`src/rtl/ffsa_pkg.sv`:
```
package ffsa_pkg;

  // Result status codes
  localparam logic [2:0] ST_OK        = 3'd0;
  localparam logic [2:0] ST_NO_FIT    = 3'd1;
  localparam logic [2:0] ST_FULL      = 3'd2;
  localparam logic [2:0] ST_ZERO      = 3'd3;
  localparam logic [2:0] ST_NOT_FOUND = 3'd4;

  // Request kinds
  localparam logic REQ_ALLOC   = 1'b0;
  localparam logic REQ_RELEASE = 1'b1;

  localparam int SIZE_W = 18;
  localparam int ADDR_W = 17;

  // Datapath operations issued by the controller
  typedef logic [3:0] op_t;
  localparam op_t OP_NONE       = 4'd0;
  localparam op_t OP_LOAD       = 4'd1;
  localparam op_t OP_SCAN       = 4'd2;
  localparam op_t OP_MARK       = 4'd3;
  localparam op_t OP_SHIFT_INIT = 4'd4;
  localparam op_t OP_SHIFT      = 4'd5;
  localparam op_t OP_SPLIT      = 4'd6;
  localparam op_t OP_MERGE_INIT = 4'd7;
  localparam op_t OP_MERGE      = 4'd8;

  // Datapath status seen by the controller
  typedef struct packed {
    logic              is_release;
    logic              zero_size;
    logic              fit_hit;
    logic              addr_hit;
    logic              last;
    logic              exact;
    logic              full;
    logic              shift_done;
    logic              merge_end;
    logic [ADDR_W-1:0] region;
  } dp_stat_t;

endpackage

```
`src/rtl/ffsa_dp.sv`:
```
module ffsa_dp #(
  parameter int ARENA_BYTES  = 131072,
  parameter int MAX_SEGMENTS = 64
) (
  input  logic                      clk,
  input  logic                      rst_n,
  input  ffsa_pkg::op_t             op,
  input  logic                      req_type,
  input  logic [ffsa_pkg::SIZE_W-1:0] alloc_size,
  input  logic [ffsa_pkg::ADDR_W-1:0] free_addr,
  output ffsa_pkg::dp_stat_t        stat
);

  localparam int AW = $clog2(ARENA_BYTES + 1);
  localparam int IW = $clog2(MAX_SEGMENTS);
  localparam int CW = $clog2(MAX_SEGMENTS + 1);
  localparam int SW = (AW > ffsa_pkg::SIZE_W) ? AW : ffsa_pkg::SIZE_W;

  // Segment table entries 1..MAX-1: start offset above, used bit at bit 0.
  // Entry 0 always starts at zero and keeps its used bit in a flop.
  logic [AW:0] mem [MAX_SEGMENTS];
  logic [AW:0] rd_q;
  logic        we;
  logic [IW-1:0] wa, ra;
  logic [AW:0] wd;

  logic                      req_r;
  logic [ffsa_pkg::SIZE_W-1:0] size_r;
  logic [ffsa_pkg::ADDR_W-1:0] addr_r;
  logic [CW-1:0] count_r, count_nxt;
  logic [CW-1:0] idx_r, idx_nxt;
  logic [CW-1:0] wp_r, wp_nxt;
  logic [IW-1:0] fit_idx_r, fit_idx_nxt;
  logic [AW-1:0] fit_start_r, fit_start_nxt;
  logic [AW-1:0] prev_start_r, prev_start_nxt;
  logic          prev_use_r, prev_use_nxt;
  logic          exact_r, exact_nxt;
  logic          use0_r, use0_nxt;
  logic          last_use_r, last_use_nxt;

  logic [CW-1:0] idx_inc;
  logic [CW:0]   idx_inc2;
  logic [AW-1:0] cur_start;
  logic [AW-1:0] seg_len;
  logic          fit_hit, addr_hit, exact_now, merge_use;

  // Scan compare on the current segment pair
  assign idx_inc   = idx_r + CW'(1);
  assign idx_inc2  = {1'b0, idx_r} + (CW+1)'(2);
  assign cur_start = (idx_inc == count_r) ? AW'(ARENA_BYTES) : rd_q[AW:1];
  assign seg_len   = cur_start - prev_start_r;
  assign fit_hit   = !prev_use_r && (SW'(size_r) <= SW'(seg_len));
  assign exact_now = (SW'(size_r) == SW'(seg_len));
  assign addr_hit  = (SW'(addr_r) == SW'(prev_start_r));
  assign merge_use = (idx_r[IW-1:0] == fit_idx_r) ? 1'b0 : rd_q[0];

  always_comb begin
    count_nxt      = count_r;
    idx_nxt        = idx_r;
    wp_nxt         = wp_r;
    fit_idx_nxt    = fit_idx_r;
    fit_start_nxt  = fit_start_r;
    prev_start_nxt = prev_start_r;
    prev_use_nxt   = prev_use_r;
    exact_nxt      = exact_r;
    use0_nxt       = use0_r;
    last_use_nxt   = last_use_r;
    we = 1'b0;
    wa = '0;
    wd = '0;
    ra = '0;
    unique case (op)
      ffsa_pkg::OP_LOAD: begin
        idx_nxt        = '0;
        prev_start_nxt = '0;
        prev_use_nxt   = use0_r;
        ra             = IW'(1);
      end
      ffsa_pkg::OP_SCAN: begin
        ra             = idx_inc2[IW-1:0];
        prev_start_nxt = cur_start;
        prev_use_nxt   = rd_q[0];
        idx_nxt        = idx_inc;
        if (req_r ? addr_hit : fit_hit) begin
          fit_idx_nxt   = idx_r[IW-1:0];
          fit_start_nxt = prev_start_r;
          exact_nxt     = exact_now;
        end
      end
      ffsa_pkg::OP_MARK: begin
        if (fit_idx_r == '0) begin
          use0_nxt = 1'b1;
        end else begin
          we = 1'b1;
          wa = fit_idx_r;
          wd = {fit_start_r, 1'b1};
        end
      end
      ffsa_pkg::OP_SHIFT_INIT: begin
        idx_nxt = count_r;
        ra      = IW'(count_r - CW'(1));
      end
      ffsa_pkg::OP_SHIFT: begin
        // Move entry idx-1 up to idx, fetch the one below
        we      = 1'b1;
        wa      = idx_r[IW-1:0];
        wd      = rd_q;
        idx_nxt = idx_r - CW'(1);
        ra      = IW'(idx_r - CW'(2));
      end
      ffsa_pkg::OP_SPLIT: begin
        we        = 1'b1;
        wa        = fit_idx_r + IW'(1);
        wd        = {fit_start_r + AW'(size_r), 1'b0};
        count_nxt = count_r + CW'(1);
      end
      ffsa_pkg::OP_MERGE_INIT: begin
        if (fit_idx_r == '0) begin
          use0_nxt = 1'b0;
        end
        last_use_nxt = (fit_idx_r == '0) ? 1'b0 : use0_r;
        idx_nxt      = CW'(1);
        wp_nxt       = CW'(1);
        ra           = IW'(1);
      end
      ffsa_pkg::OP_MERGE: begin
        if (idx_r == count_r) begin
          count_nxt = wp_r;
        end else begin
          // Drop a free entry that follows a free one
          if (merge_use || last_use_r) begin
            we           = 1'b1;
            wa           = wp_r[IW-1:0];
            wd           = {rd_q[AW:1], merge_use};
            wp_nxt       = wp_r + CW'(1);
            last_use_nxt = merge_use;
          end
          idx_nxt = idx_inc;
          ra      = idx_inc[IW-1:0];
        end
      end
      default: begin
      end
    endcase
  end

  // Segment table memory
  always_ff @(posedge clk) begin
    if (we) begin
      mem[wa] <= wd;
    end
    rd_q <= mem[ra];
  end

  always_ff @(posedge clk) begin
    if (op == ffsa_pkg::OP_LOAD) begin
      req_r  <= req_type;
      size_r <= alloc_size;
      addr_r <= free_addr;
    end
    fit_idx_r    <= fit_idx_nxt;
    fit_start_r  <= fit_start_nxt;
    prev_start_r <= prev_start_nxt;
    prev_use_r   <= prev_use_nxt;
    exact_r      <= exact_nxt;
    last_use_r   <= last_use_nxt;
  end

  always_ff @(posedge clk) begin
    if (!rst_n) begin
      count_r <= CW'(1);
      use0_r  <= 1'b0;
      idx_r   <= '0;
      wp_r    <= '0;
    end else begin
      count_r <= count_nxt;
      use0_r  <= use0_nxt;
      idx_r   <= idx_nxt;
      wp_r    <= wp_nxt;
    end
  end

  assign stat.is_release = (req_r == ffsa_pkg::REQ_RELEASE);
  assign stat.zero_size  = (size_r == '0);
  assign stat.fit_hit    = fit_hit;
  assign stat.addr_hit   = addr_hit;
  assign stat.last       = (idx_inc == count_r);
  assign stat.exact      = exact_r;
  assign stat.full       = (count_r == CW'(MAX_SEGMENTS));
  assign stat.shift_done = (idx_r == (CW'(fit_idx_r) + CW'(1)));
  assign stat.merge_end  = (idx_r == count_r);
  assign stat.region     = ffsa_pkg::ADDR_W'(fit_start_r);

`ifndef SYNTHESIS
  a_count_range: assert property (@(posedge clk) disable iff (!rst_n)
    count_r != '0 && count_r <= CW'(MAX_SEGMENTS))
    else $error("segment count out of range");
  a_shift_above_fit: assert property (@(posedge clk) disable iff (!rst_n)
    op == ffsa_pkg::OP_SHIFT |-> idx_r > (CW'(fit_idx_r) + CW'(1)))
    else $error("shift moved below the split point");
  a_merge_ptrs: assert property (@(posedge clk) disable iff (!rst_n)
    op == ffsa_pkg::OP_MERGE |-> wp_r <= idx_r)
    else $error("merge write pointer passed read pointer");
`endif

endmodule

```
`src/rtl/ffsa_ctrl.sv`:
```
module ffsa_ctrl (
  input  logic               clk,
  input  logic               rst_n,
  input  logic               in_tvalid,
  output logic               in_tready,
  output logic               out_tvalid,
  input  logic               out_tready,
  output logic [2:0]         out_status,
  output logic [ffsa_pkg::ADDR_W-1:0] out_region,
  output ffsa_pkg::op_t      op,
  input  ffsa_pkg::dp_stat_t stat
);

  localparam logic [3:0] S_IDLE   = 4'd0;
  localparam logic [3:0] S_SCAN   = 4'd1;
  localparam logic [3:0] S_DECIDE = 4'd2;
  localparam logic [3:0] S_SHIFT  = 4'd3;
  localparam logic [3:0] S_MARK   = 4'd4;
  localparam logic [3:0] S_MINIT  = 4'd5;
  localparam logic [3:0] S_MERGE  = 4'd6;
  localparam logic [3:0] S_RESP   = 4'd7;

  logic [3:0] state_r, state_nxt;
  logic [2:0] code_r, code_nxt;
  logic       with_addr_r, with_addr_nxt;
  logic       out_valid_r, out_valid_nxt;
  logic [2:0] out_status_r, out_status_nxt;
  logic [ffsa_pkg::ADDR_W-1:0] out_region_r, out_region_nxt;
  logic       accept, slot_free;

  assign in_tready = (state_r == S_IDLE);
  assign accept    = in_tvalid && in_tready;
  assign slot_free = !out_valid_r || out_tready;

  // Sequence one request
  always_comb begin
    state_nxt     = state_r;
    code_nxt      = code_r;
    with_addr_nxt = with_addr_r;
    op            = ffsa_pkg::OP_NONE;
    unique case (state_r)
      S_IDLE: begin
        if (accept) begin
          op        = ffsa_pkg::OP_LOAD;
          state_nxt = S_SCAN;
        end
      end
      S_SCAN: begin
        with_addr_nxt = 1'b0;
        if (!stat.is_release && stat.zero_size) begin
          code_nxt  = ffsa_pkg::ST_ZERO;
          state_nxt = S_RESP;
        end else begin
          op = ffsa_pkg::OP_SCAN;
          if (stat.is_release) begin
            if (stat.addr_hit) begin
              state_nxt = S_MINIT;
            end else if (stat.last) begin
              code_nxt  = ffsa_pkg::ST_NOT_FOUND;
              state_nxt = S_RESP;
            end
          end else begin
            if (stat.fit_hit) begin
              state_nxt = S_DECIDE;
            end else if (stat.last) begin
              code_nxt  = ffsa_pkg::ST_NO_FIT;
              state_nxt = S_RESP;
            end
          end
        end
      end
      S_DECIDE: begin
        priority if (stat.exact) begin
          op            = ffsa_pkg::OP_MARK;
          code_nxt      = ffsa_pkg::ST_OK;
          with_addr_nxt = 1'b1;
          state_nxt     = S_RESP;
        end else if (stat.full) begin
          code_nxt  = ffsa_pkg::ST_FULL;
          state_nxt = S_RESP;
        end else begin
          op        = ffsa_pkg::OP_SHIFT_INIT;
          state_nxt = S_SHIFT;
        end
      end
      S_SHIFT: begin
        if (stat.shift_done) begin
          op        = ffsa_pkg::OP_SPLIT;
          state_nxt = S_MARK;
        end else begin
          op = ffsa_pkg::OP_SHIFT;
        end
      end
      S_MARK: begin
        op            = ffsa_pkg::OP_MARK;
        code_nxt      = ffsa_pkg::ST_OK;
        with_addr_nxt = 1'b1;
        state_nxt     = S_RESP;
      end
      S_MINIT: begin
        op        = ffsa_pkg::OP_MERGE_INIT;
        state_nxt = S_MERGE;
      end
      S_MERGE: begin
        op = ffsa_pkg::OP_MERGE;
        if (stat.merge_end) begin
          code_nxt  = ffsa_pkg::ST_OK;
          state_nxt = S_RESP;
        end
      end
      S_RESP: begin
        if (slot_free) begin
          state_nxt = S_IDLE;
        end
      end
      default: begin
        state_nxt = S_IDLE;
      end
    endcase
  end

  // Output register: load the result, hold until taken
  always_comb begin
    out_valid_nxt  = out_valid_r;
    out_status_nxt = out_status_r;
    out_region_nxt = out_region_r;
    if (out_valid_r && out_tready) begin
      out_valid_nxt = 1'b0;
    end
    if (state_r == S_RESP && slot_free) begin
      out_valid_nxt  = 1'b1;
      out_status_nxt = code_r;
      out_region_nxt = with_addr_r ? stat.region : '0;
    end
  end

  always_ff @(posedge clk) begin
    if (!rst_n) begin
      state_r     <= S_IDLE;
      out_valid_r <= 1'b0;
    end else begin
      state_r     <= state_nxt;
      out_valid_r <= out_valid_nxt;
    end
  end

  always_ff @(posedge clk) begin
    code_r       <= code_nxt;
    with_addr_r  <= with_addr_nxt;
    out_status_r <= out_status_nxt;
    out_region_r <= out_region_nxt;
  end

  assign out_tvalid = out_valid_r;
  assign out_status = out_status_r;
  assign out_region = out_region_r;

`ifndef SYNTHESIS
  a_accept_scan: assert property (@(posedge clk) disable iff (!rst_n)
    accept |=> state_r == S_SCAN)
    else $error("accepted request did not start a scan");
  a_resp_loads: assert property (@(posedge clk) disable iff (!rst_n)
    (state_r == S_RESP && slot_free) |=> out_tvalid && state_r == S_IDLE)
    else $error("result not presented on leaving response state");
`endif

endmodule

```
`src/rtl/first_fit_segment_allocator_core.sv`:
```
// First-fit segment allocator: keeps the arena as an address-ordered table of
// up to MAX_SEGMENTS segments held in a single-port-write, registered-read
// memory. One request is handled at a time; each gives exactly one result.
// An allocate marks the first fitting segment in place when the fit is exact,
// and otherwise shifts the table up to split it; a release searches for the
// address, then makes a merge pass over the whole table. The memory port
// moves one entry per cycle, and a request waits in its response state while
// the output register is stalled.
// A result waits in an output register, so the next request is taken as soon
// as the previous one has been handed to that register.
module first_fit_segment_allocator_core #(
  parameter int ARENA_BYTES  = 131072,
  parameter int MAX_SEGMENTS = 64
) (
  input  logic        clk,
  input  logic        rst_n,
  input  logic        in_tvalid,
  output logic        in_tready,
  input  logic [39:0] in_tdata,   // alloc_size[17:0], free_addr[34:18], zero pad
  input  logic        in_tuser,   // req_type
  output logic        out_tvalid,
  input  logic        out_tready,
  output logic [23:0] out_tdata   // status[2:0], region_addr[19:3], zero pad
);

  ffsa_pkg::op_t      op;
  ffsa_pkg::dp_stat_t stat;
  logic [2:0]         status;
  logic [ffsa_pkg::ADDR_W-1:0] region;

  ffsa_ctrl u_ctrl (
    .clk        (clk),
    .rst_n      (rst_n),
    .in_tvalid  (in_tvalid),
    .in_tready  (in_tready),
    .out_tvalid (out_tvalid),
    .out_tready (out_tready),
    .out_status (status),
    .out_region (region),
    .op         (op),
    .stat       (stat)
  );

  ffsa_dp #(
    .ARENA_BYTES  (ARENA_BYTES),
    .MAX_SEGMENTS (MAX_SEGMENTS)
  ) u_dp (
    .clk        (clk),
    .rst_n      (rst_n),
    .op         (op),
    .req_type   (in_tuser),
    .alloc_size (in_tdata[17:0]),
    .free_addr  (in_tdata[34:18]),
    .stat       (stat)
  );

  assign out_tdata = {4'b0, region, status};

endmodule
```
`config.mk`:
```
export PLATFORM = sky130hd
export DESIGN_NAME = first_fit_segment_allocator_core
export DESIGN_NICKNAME = d
export VERILOG_FILES = /design/src/rtl/ffsa_pkg.sv /design/src/rtl/ffsa_dp.sv /design/src/rtl/ffsa_ctrl.sv /design/src/rtl/first_fit_segment_allocator_core.sv
export SDC_FILE = /design/constraint.sdc
export NUM_CORES = 2
export LEC_CHECK = 0
export BUFFER_PORTS_ARGS = -buffer_cell sky130_fd_sc_hd__buf_2
export CAP_MARGIN = 20
export CORE_UTILIZATION = 50
export DETAILED_ROUTE_END_ITERATION = 7
export PLACE_DENSITY_LB_ADDON = 0.05
export SYNTH_ARGS = -nofsm -noshare
export SYNTH_HDL_FRONTEND = slang
export SYNTH_SLANG_ARGS = --single-unit
```
`constraint.sdc`:
```
create_clock -name clk -period 7.2 [get_ports clk]
set_input_delay 1.8 -clock clk [delete_from_list [all_inputs] [get_ports clk]]
set_output_delay 1.8 -clock clk [all_outputs]
set_load 0.05 [all_outputs]
```
---- Word level (Yosys, flattened, before mapping) ----
Memories as Yosys holds them, arrays and structs flattened. A register that Yosys moved wholly into a read port is not among the register bits.
Index checks and enable logic that the tools add are counted.
Widths: inputs -> output; s select.
word-level totals
  bits in registers ....................... 132
  bits in latches ......................... 0
  RAM bits ................................ 1216
  memory bits (read-only) ................. 0
  bits of input ports ..................... 45
  output and inout bits ................... 26
  memories ................................ 1
memories
  memory    depth  bits a word  read ports  clocked after memory_dff  wr ports  RTL line       text
  u_dp.mem  64     19           1           1                         1         ffsa_dp.sv:21  logic [AW:0] mem [MAX_SEGMENTS];
cells by class
  $add $sub $neg .......................... 11
  multiply operators ...................... 0
  divide/modulo/power cells ............... 0
  magnitude comparators ................... 1
  equality and inequality tests ........... 35
  shift operators ......................... 0
  multiplexer cells ....................... 66
  bitwise operators ....................... 0
  reductions and logical operators ........ 31
operator list
  cell                 count
  $pmux 19 s4          1
  $mux 19              3
  $mux 4               11
  $pmux 7 s6           1
  $pmux 18 s2          1
  $mux 3               11
  $eq 4x3->1 const B   8
  $pmux 4 s8           1
  $pmux 6 s5           1
  $mux 7               4
  $pmux 4 s7           1
  $pmux 7 s2           2
  $mux 6               4
  $pmux 6 s4           1
  $add 7x1->7 const B  3
  $eq 7x7->1           3
  $add 18x18->18       1
  $eq 17x18->1         1
  $eq 18x18->1         1
  $le 18x18->1         1
  $logic_not 18->1     1
  $mux 18              1
  $sub 18x18->18       1
  $eq 4x2->1 const B   4
  other kinds (34)     77

---- Logic depth before layout (Yosys ltp) ----
  depth in word-level cells ............... 10
  depth in mapped cells ................... 32

---- Cells and area by module ----
Synthesis repeated with hierarchy kept, for this count alone.
unflattened totals
  cells, all modules ...................... 4335
  area total of the unflattened synthesis .. 57765.4 sq um
by module, submodules not included
  module                            times used  cells an instance  area each (sq um)
  ffsa_dp                           1           4198               56302.7
  ffsa_ctrl                         1           132                1428.9
  first_fit_segment_allocator_core  1           5                  33.8

---- Worst setup path before layout ----
OpenSTA, ideal clock, no wires.
  kind .................................... register -> register
  start point ............................. register u_dp.idx_r[0]
  end point ............................... register u_dp.exact_r, enable pin
  setup time .............................. 0.415 ns
  arrival ................................. 6.735 ns
  required time ........................... 6.785 ns
  setup slack ............................. 0.050 ns
  cell stages (with the launch flop) ...... 31
  path buffers ............................ 2
  cells stage by stage .................... dfxtp_1 buf_2 inv_1 ha_1 xnor2_1 nand3_1 nor3_1 nand3_1 clkbuf_1 nand2_1 ha_1 inv_1 fa_1 a21o_1 a21oi_1 o21bai_1 a21oi_1 o21ba_2 o21ai_0 o41a_1 nand4_1 nand4b_1 a21oi_1 xor2_1 ha_1 nand2_1 or4_1 nor3_1 nor2_1 o31a_1 a21oi_1
on the way
  longest elaborated chain between the ends .. 8
  elaborated cells on any way between the ends .. 12
RTL lines
  what                                   RTL line        text
  from (decl)                            ffsa_dp.sv:31   logic [CW-1:0] idx_r, idx_nxt;
  from (signal assigned)                 ffsa_dp.sv:178  idx_r <= idx_nxt;
  $add 7x1->7                            ffsa_dp.sv:48   assign idx_inc = idx_r + CW'(1);
  $eq 7x7->1                             ffsa_dp.sv:50   assign cur_start = (idx_inc == count_r) ? AW'(ARENA_BYTES) : rd_q[AW:1];
  $mux 18                                ffsa_dp.sv:50
  $sub 18x18->18                         ffsa_dp.sv:51   assign seg_len = cur_start - prev_start_r;
  $le 18x18->1                           ffsa_dp.sv:52   assign fit_hit = !prev_use_r && (SW'(size_r) <= SW'(seg_len));
  $logic_and 1x1->1                      ffsa_dp.sv:52
  $mux 1                                 ffsa_dp.sv:84   if (req_r ? addr_hit : fit_hit) begin
  $reduce_and 2->1 (no source line) (*)  -
  to (signal assigned)                   ffsa_dp.sv:165  exact_r <= exact_nxt;
  to (decl)                              ffsa_dp.sv:37   logic exact_r, exact_nxt;
Mark *: on every way between the ends. The rest lies on a longest branch, timed or not.
A chain may end at the register's enable or synchronous reset.

---- Worst setup path after layout ----
  start point ............................. register u_dp.idx_r[2]
  end point ............................... register u_dp.fit_start_r[14], enable pin
on the way
  longest elaborated chain between the ends .. 8
  elaborated cells on any way between the ends .. 12
RTL lines
  what                                   RTL line        text
  $add 7x1->7                            ffsa_dp.sv:48
  $eq 7x7->1                             ffsa_dp.sv:50
  $mux 18                                ffsa_dp.sv:50
  $sub 18x18->18                         ffsa_dp.sv:51
  $le 18x18->1                           ffsa_dp.sv:52
  $logic_and 1x1->1                      ffsa_dp.sv:52
  $mux 1                                 ffsa_dp.sv:84
  $reduce_and 2->1 (no source line) (*)  -
  to (signal assigned)                   ffsa_dp.sv:162  fit_start_r <= fit_start_nxt;
  to (decl)                              ffsa_dp.sv:34   logic [AW-1:0] fit_start_r, fit_start_nxt;
Marked as above.

==> run_summary.xml <==
<?xml version="1.0" encoding="UTF-8"?>
<metrics>
  <group name="clocking">
    <metric name="cts.clk_slew.worst_paths" unit="ns">0.06</metric>
    <metric name="cts_inserted_buffers" unit="">144</metric>
    <metric name="clkLatencyLatePin" unit="ns">0.76</metric>
    <metric name="h-tree-depth" unit="">4</metric>
    <metric name="post_cts_resized" unit="">0</metric>
    <metric name="clock_tree.buffer_depth" unit="">3</metric>
    <metric name="tritoncts" unit="">built</metric>
    <metric name="clockRootBuffer" unit="">clkbuf_16</metric>
    <metric name="cts.hold.buffers_added" unit="">0</metric>
    <metric name="clock_sink_count" unit="">1367</metric>
    <metric name="cts_setup_buffers" unit="">0</metric>
  </group>
  <group name="routing">
    <metric name="via_cell_ratio" unit="">6.006</metric>
    <metric name="postRouteAntennaNets" unit="">0</metric>
    <metric name="route.detailed.drc" unit="">0</metric>
    <metric name="average_routed_wire_per_standard_cell" unit="um">26.15</metric>
    <metric name="detail_route.first_pass.iterations" unit="">5</metric>
    <metric name="route.vias.total" unit="">35331</metric>
    <metric name="detail_route.iter0.violations" unit="">4062</metric>
    <metric name="totalWireLength" unit="mm">153.9</metric>
  </group>
  <group name="grt">
    <metric name="number_of_antenna_violations_at_the_first_check_in_global_routing" unit="">1</metric>
    <metric name="grt_usage" unit="%">26.50</metric>
    <metric name="number_of_global_route_vias_before_repair" unit="">33229</metric>
    <metric name="grt_start_max_net_pins" unit="">69</metric>
    <metric name="grt_remaining_overflow" unit="">0</metric>
    <metric name="wire_length_of_the_first_global_routing_pass" unit="mm">225.2</metric>
  </group>
  <group name="yosys">
    <metric name="synth_top_area_share" unit="%">69.34</metric>
    <metric name="synthDistinctLibCells" unit="">86</metric>
    <metric name="yosys_most_used_dff" unit="">edfxtp_1</metric>
    <metric name="avgSynthCellArea" unit="um2">13.80</metric>
    <metric name="synth.ff_latch_count" unit="">1367</metric>
    <metric name="synth-seq-area-share" unit="%">70.95</metric>
    <metric name="synth_top_area_cell" unit="">edfxtp_1</metric>
    <metric name="post_synth_main_area_contributors" unit="">edfxtp_1 69%, nand2_1 5.2%, a21oi_1 3.2%</metric>
    <metric name="post_synth_instance_area" unit="um2">57210</metric>
    <metric name="synth-edff-count" unit="">1321</metric>
    <metric name="async_reset_ff_share" unit="%">0</metric>
    <metric name="synth_most_common_cell" unit="">edfxtp_1</metric>
    <metric name="ys_warn_count" unit="">0</metric>
    <metric name="syn-instance-count" unit="">4144</metric>
    <metric name="post_synth_most_frequent_cells" unit="">1321 x edfxtp_1, 792 x nand2_1, 362 x a21oi_1, 142 x nor2_1, 136 x a32oi_1</metric>
  </group>
  <group name="setup_path">
    <metric name="worst_r2r_startpoint" unit="">u_dp.idx_r[2]$_SDFFE_PN0P_</metric>
    <metric name="cp.arrival" unit="ns">7.10</metric>
    <metric name="critPathMaxFanout" unit="">25</metric>
    <metric name="crit_path_top_delay_cell" unit="">dfxtp_1</metric>
    <metric name="cp_data_required_time" unit="ns">7.65</metric>
    <metric name="cpLargestDelayFamily" unit="">compound AO/OA/AOI/OAI gates</metric>
    <metric name="worstSetupEndpointType" unit="">flip-flop</metric>
    <metric name="timing.rr.end" unit="">u_dp.fit_start_r[14]$_DFFE_PP_</metric>
    <metric name="critPathMaxStageDelay" unit="ns">0.70</metric>
    <metric name="timing.setup.critical_path_class" unit="">reg2reg</metric>
    <metric name="crit_buf_inv" unit="">2</metric>
    <metric name="reg2reg_depth" unit="">28</metric>
    <metric name="cp-start-kind" unit="">flip-flop</metric>
    <metric name="setup.reg_to_reg.worst_slack" unit="ns">0.55</metric>
  </group>
  <group name="die">
    <metric name="dieHeight" unit="um">340.3</metric>
    <metric name="initial_core_util" unit="%">50.64</metric>
    <metric name="std_cell_rows" unit="">123</metric>
    <metric name="io_pins" unit="">71</metric>
    <metric name="dieWidth" unit="um">340.3</metric>
    <metric name="die_ar" unit="um2">115800</metric>
    <metric name="coreArea" unit="um2">113000</metric>
  </group>
  <group name="timing">
    <metric name="timing.final.setup_violations" unit="">0</metric>
    <metric name="final.setup.tns" unit="ns">0</metric>
    <metric name="worst_slew_margin_rel" unit="%">24.66</metric>
    <metric name="fmax" unit="MHz">150.3</metric>
    <metric name="min_period_over_period" unit="%">92.39</metric>
    <metric name="final_critical_path_setup_slack" unit="ns">0.5483</metric>
    <metric name="timing_hold_violations_final" unit="">0</metric>
    <metric name="finClkSkew" unit="ns">0.02994</metric>
    <metric name="worst_pin_slew" unit="ns">1.130</metric>
    <metric name="finalWorstPathRequiredPeriod" unit="ns">6.652</metric>
    <metric name="timing.final.max_slew_violations" unit="">0</metric>
    <metric name="grt_setup_unrepaired" unit="">false</metric>
  </group>
  <group name="placed_design">
    <metric name="hpwlAfterDp" unit="mm">93.94</metric>
    <metric name="dp_slack" unit="ns">0.6146</metric>
    <metric name="gpl_congestion" unit="">0.9325</metric>
    <metric name="buffer_ports.inserted" unit="">61</metric>
  </group>
  <group name="pwr">
    <metric name="switching_fraction" unit="%">20.80</metric>
    <metric name="leakagePower" unit="nW">23.67</metric>
    <metric name="power.share.combinational" unit="%">3.2</metric>
    <metric name="power_density" unit="nW/um2">253.6</metric>
    <metric name="power.switching" unit="mW">3.413</metric>
    <metric name="part_of_the_power_in_registers" unit="%">53.0</metric>
    <metric name="peakVddDrop" unit="uV">232.7</metric>
    <metric name="clock_power_share" unit="%">43.8</metric>
    <metric name="intPower" unit="mW">13.00</metric>
  </group>
  <group name="hold_path">
    <metric name="worst_hold_path.endpoint" unit="">u_ctrl.out_status[0]$_DFFE_PP_</metric>
    <metric name="worst_hold_startpoint" unit="">u_ctrl.code_r[0]$_DFFE_PP_</metric>
    <metric name="whs_path_depth" unit="">0</metric>
    <metric name="hold_path_class" unit="">reg2reg</metric>
  </group>
  <group name="status">
    <metric name="status" unit="">finished, final reports clean</metric>
  </group>
  <group name="run">
    <metric name="drv.max_cap_violation_count" unit="">0</metric>
  </group>
  <group name="finish">
    <metric name="drive_gt1_share" unit="%">14.27</metric>
    <metric name="areaGrowthSynthToFinish" unit="%">13.13</metric>
    <metric name="nNetsFinal" unit="">4378</metric>
  </group>
</metrics>
[stage by stage]
step	instance area [um2]	utilization, %	power, mW	cells	hold WS, ns
finish	64720	57.29	16.41	5883	0.4124
detailed placement	60120	53.22	9.388	5618	0.4135
global route	64710	57.28	16.87	5880	0.4175
CTS	64680	57.26	16.54	5878	0.4150
floorplan	57220	-	9.159	4148	0.4003
global placement	60060	53.17	9.388	5615	0.4061
[power groups by stage]
stage	Combinational (mW)	Clock (mW)	Sequential [mW]
detailed placement	0.518	0	8.87
global placement	0.517	0	8.87
global route	0.556	7.61	8.70
CTS	0.520	7.32	8.70
floorplan	0.316	0	8.84
finish	0.522	7.18	8.70
[sequential cells by signal (all words and copies together) (netlist names)]
name                count
u_ctrl.with_addr_r      1
u_dp.exact_r            1
u_dp.rd_q              19
u_dp.fit_start_r       18
u_ctrl.out_status       3
u_ctrl.state_r          4
u_dp.last_use_r         1
u_dp.idx_r              7
u_dp.mem             1216
u_dp.fit_idx_r          6
u_dp.req_r              1
u_ctrl.out_region      17
u_dp.prev_use_r         1
u_dp.use0_r             1
u_dp.count_r            7
u_dp.addr_r            17
u_ctrl.out_tvalid       1
u_dp.prev_start_r      18
u_dp.size_r            18
u_dp.wp_r               7
u_ctrl.code_r           3
[routing by layer]
layer	track usage, %	part of all wire, %	up-vias
li1	-	-	16108
met1	39.36	45	17808
met2	39.85	45	1202
met3	3.893	6.4	213
met4	9.426	3.3	0
met5	0	0	-
[kinds of logic (layout without fill, tap and decap cells)]
group / after synthesis / count (layout) / share of synthesized area [%]
adder cells (fa/ha/maj): 67 / 67 / 1.505
other: 1 / 8 / 0.006555
multiplexers: 120 / 120 / 2.301
AO/OA/AOI/OAI: 996 / 996 / 12.33
buffers and inverters: 304 / 536 / 2.568
flip-flops: 1367 / 1367 / 70.95
AND/OR/NAND/NOR: 1202 / 1202 / 9.009
XOR/XNOR: 87 / 87 / 1.332
[placed cells by master, fill, tap and decap left out, types with 49 or more instances in the layout]
| cell type | synthesis | final |
|---|---|---|
| o22ai_1 | 53 | 53 |
| buf_2 | 100 | 61 |
| buf_4 | 24 | 141 |
| nor2_1 | 142 | 74 |
| nand2_1 | 792 | 790 |
| edfxtp_1 | 1321 | 1321 |
| a21oi_1 | 362 | 361 |
| nand3_1 | 50 | 49 |
| clkbuf_16 | 0 | 150 |
| ha_1 | 64 | 64 |
| a32oi_1 | 136 | 136 |
| a22o_1 | 55 | 55 |
| a22oi_1 | 118 | 118 |
| mux2i_1 | 82 | 82 |
| nor2_2 | 3 | 58 |
[worst max-delay path by stage]
stage                                     from                        endpoint  slack (ns)  cells after the start
floorplan           u_dp.idx_r[0]$_SDFFE_PN0P_          u_dp.exact_r$_DFFE_PP_        0.05                     30
global placement    u_dp.idx_r[2]$_SDFFE_PN0P_  u_dp.fit_start_r[12]$_DFFE_PP_        0.56                     28
detailed placement  u_dp.idx_r[2]$_SDFFE_PN0P_  u_dp.fit_start_r[12]$_DFFE_PP_        0.61                     28
CTS                 u_dp.idx_r[2]$_SDFFE_PN0P_  u_dp.fit_start_r[13]$_DFFE_PP_        0.59                     28
global route        u_dp.idx_r[2]$_SDFFE_PN0P_  u_dp.fit_start_r[13]$_DFFE_PP_        0.14                     28
finish              u_dp.idx_r[2]$_SDFFE_PN0P_  u_dp.fit_start_r[14]$_DFFE_PP_        0.55                     28
[cell type report]
| type | instances | area, um2 |
|---|---|---|
| well taps | 1500 | 1877 |
| diodes | 3 | 7.507 |
| inverters | 44 | 165.2 |
| repair buffers | 232 | 1949 |
| flip-flops and latches | 1367 | 40590 |
| multi-input cells | 2477 | 15570 |
| fillers | 9058 | 48250 |
| clock buffers | 198 | 3984 |
| clock inverters | 62 | 576.8 |
Note: power is estimated with default switching activity, not from simulation.
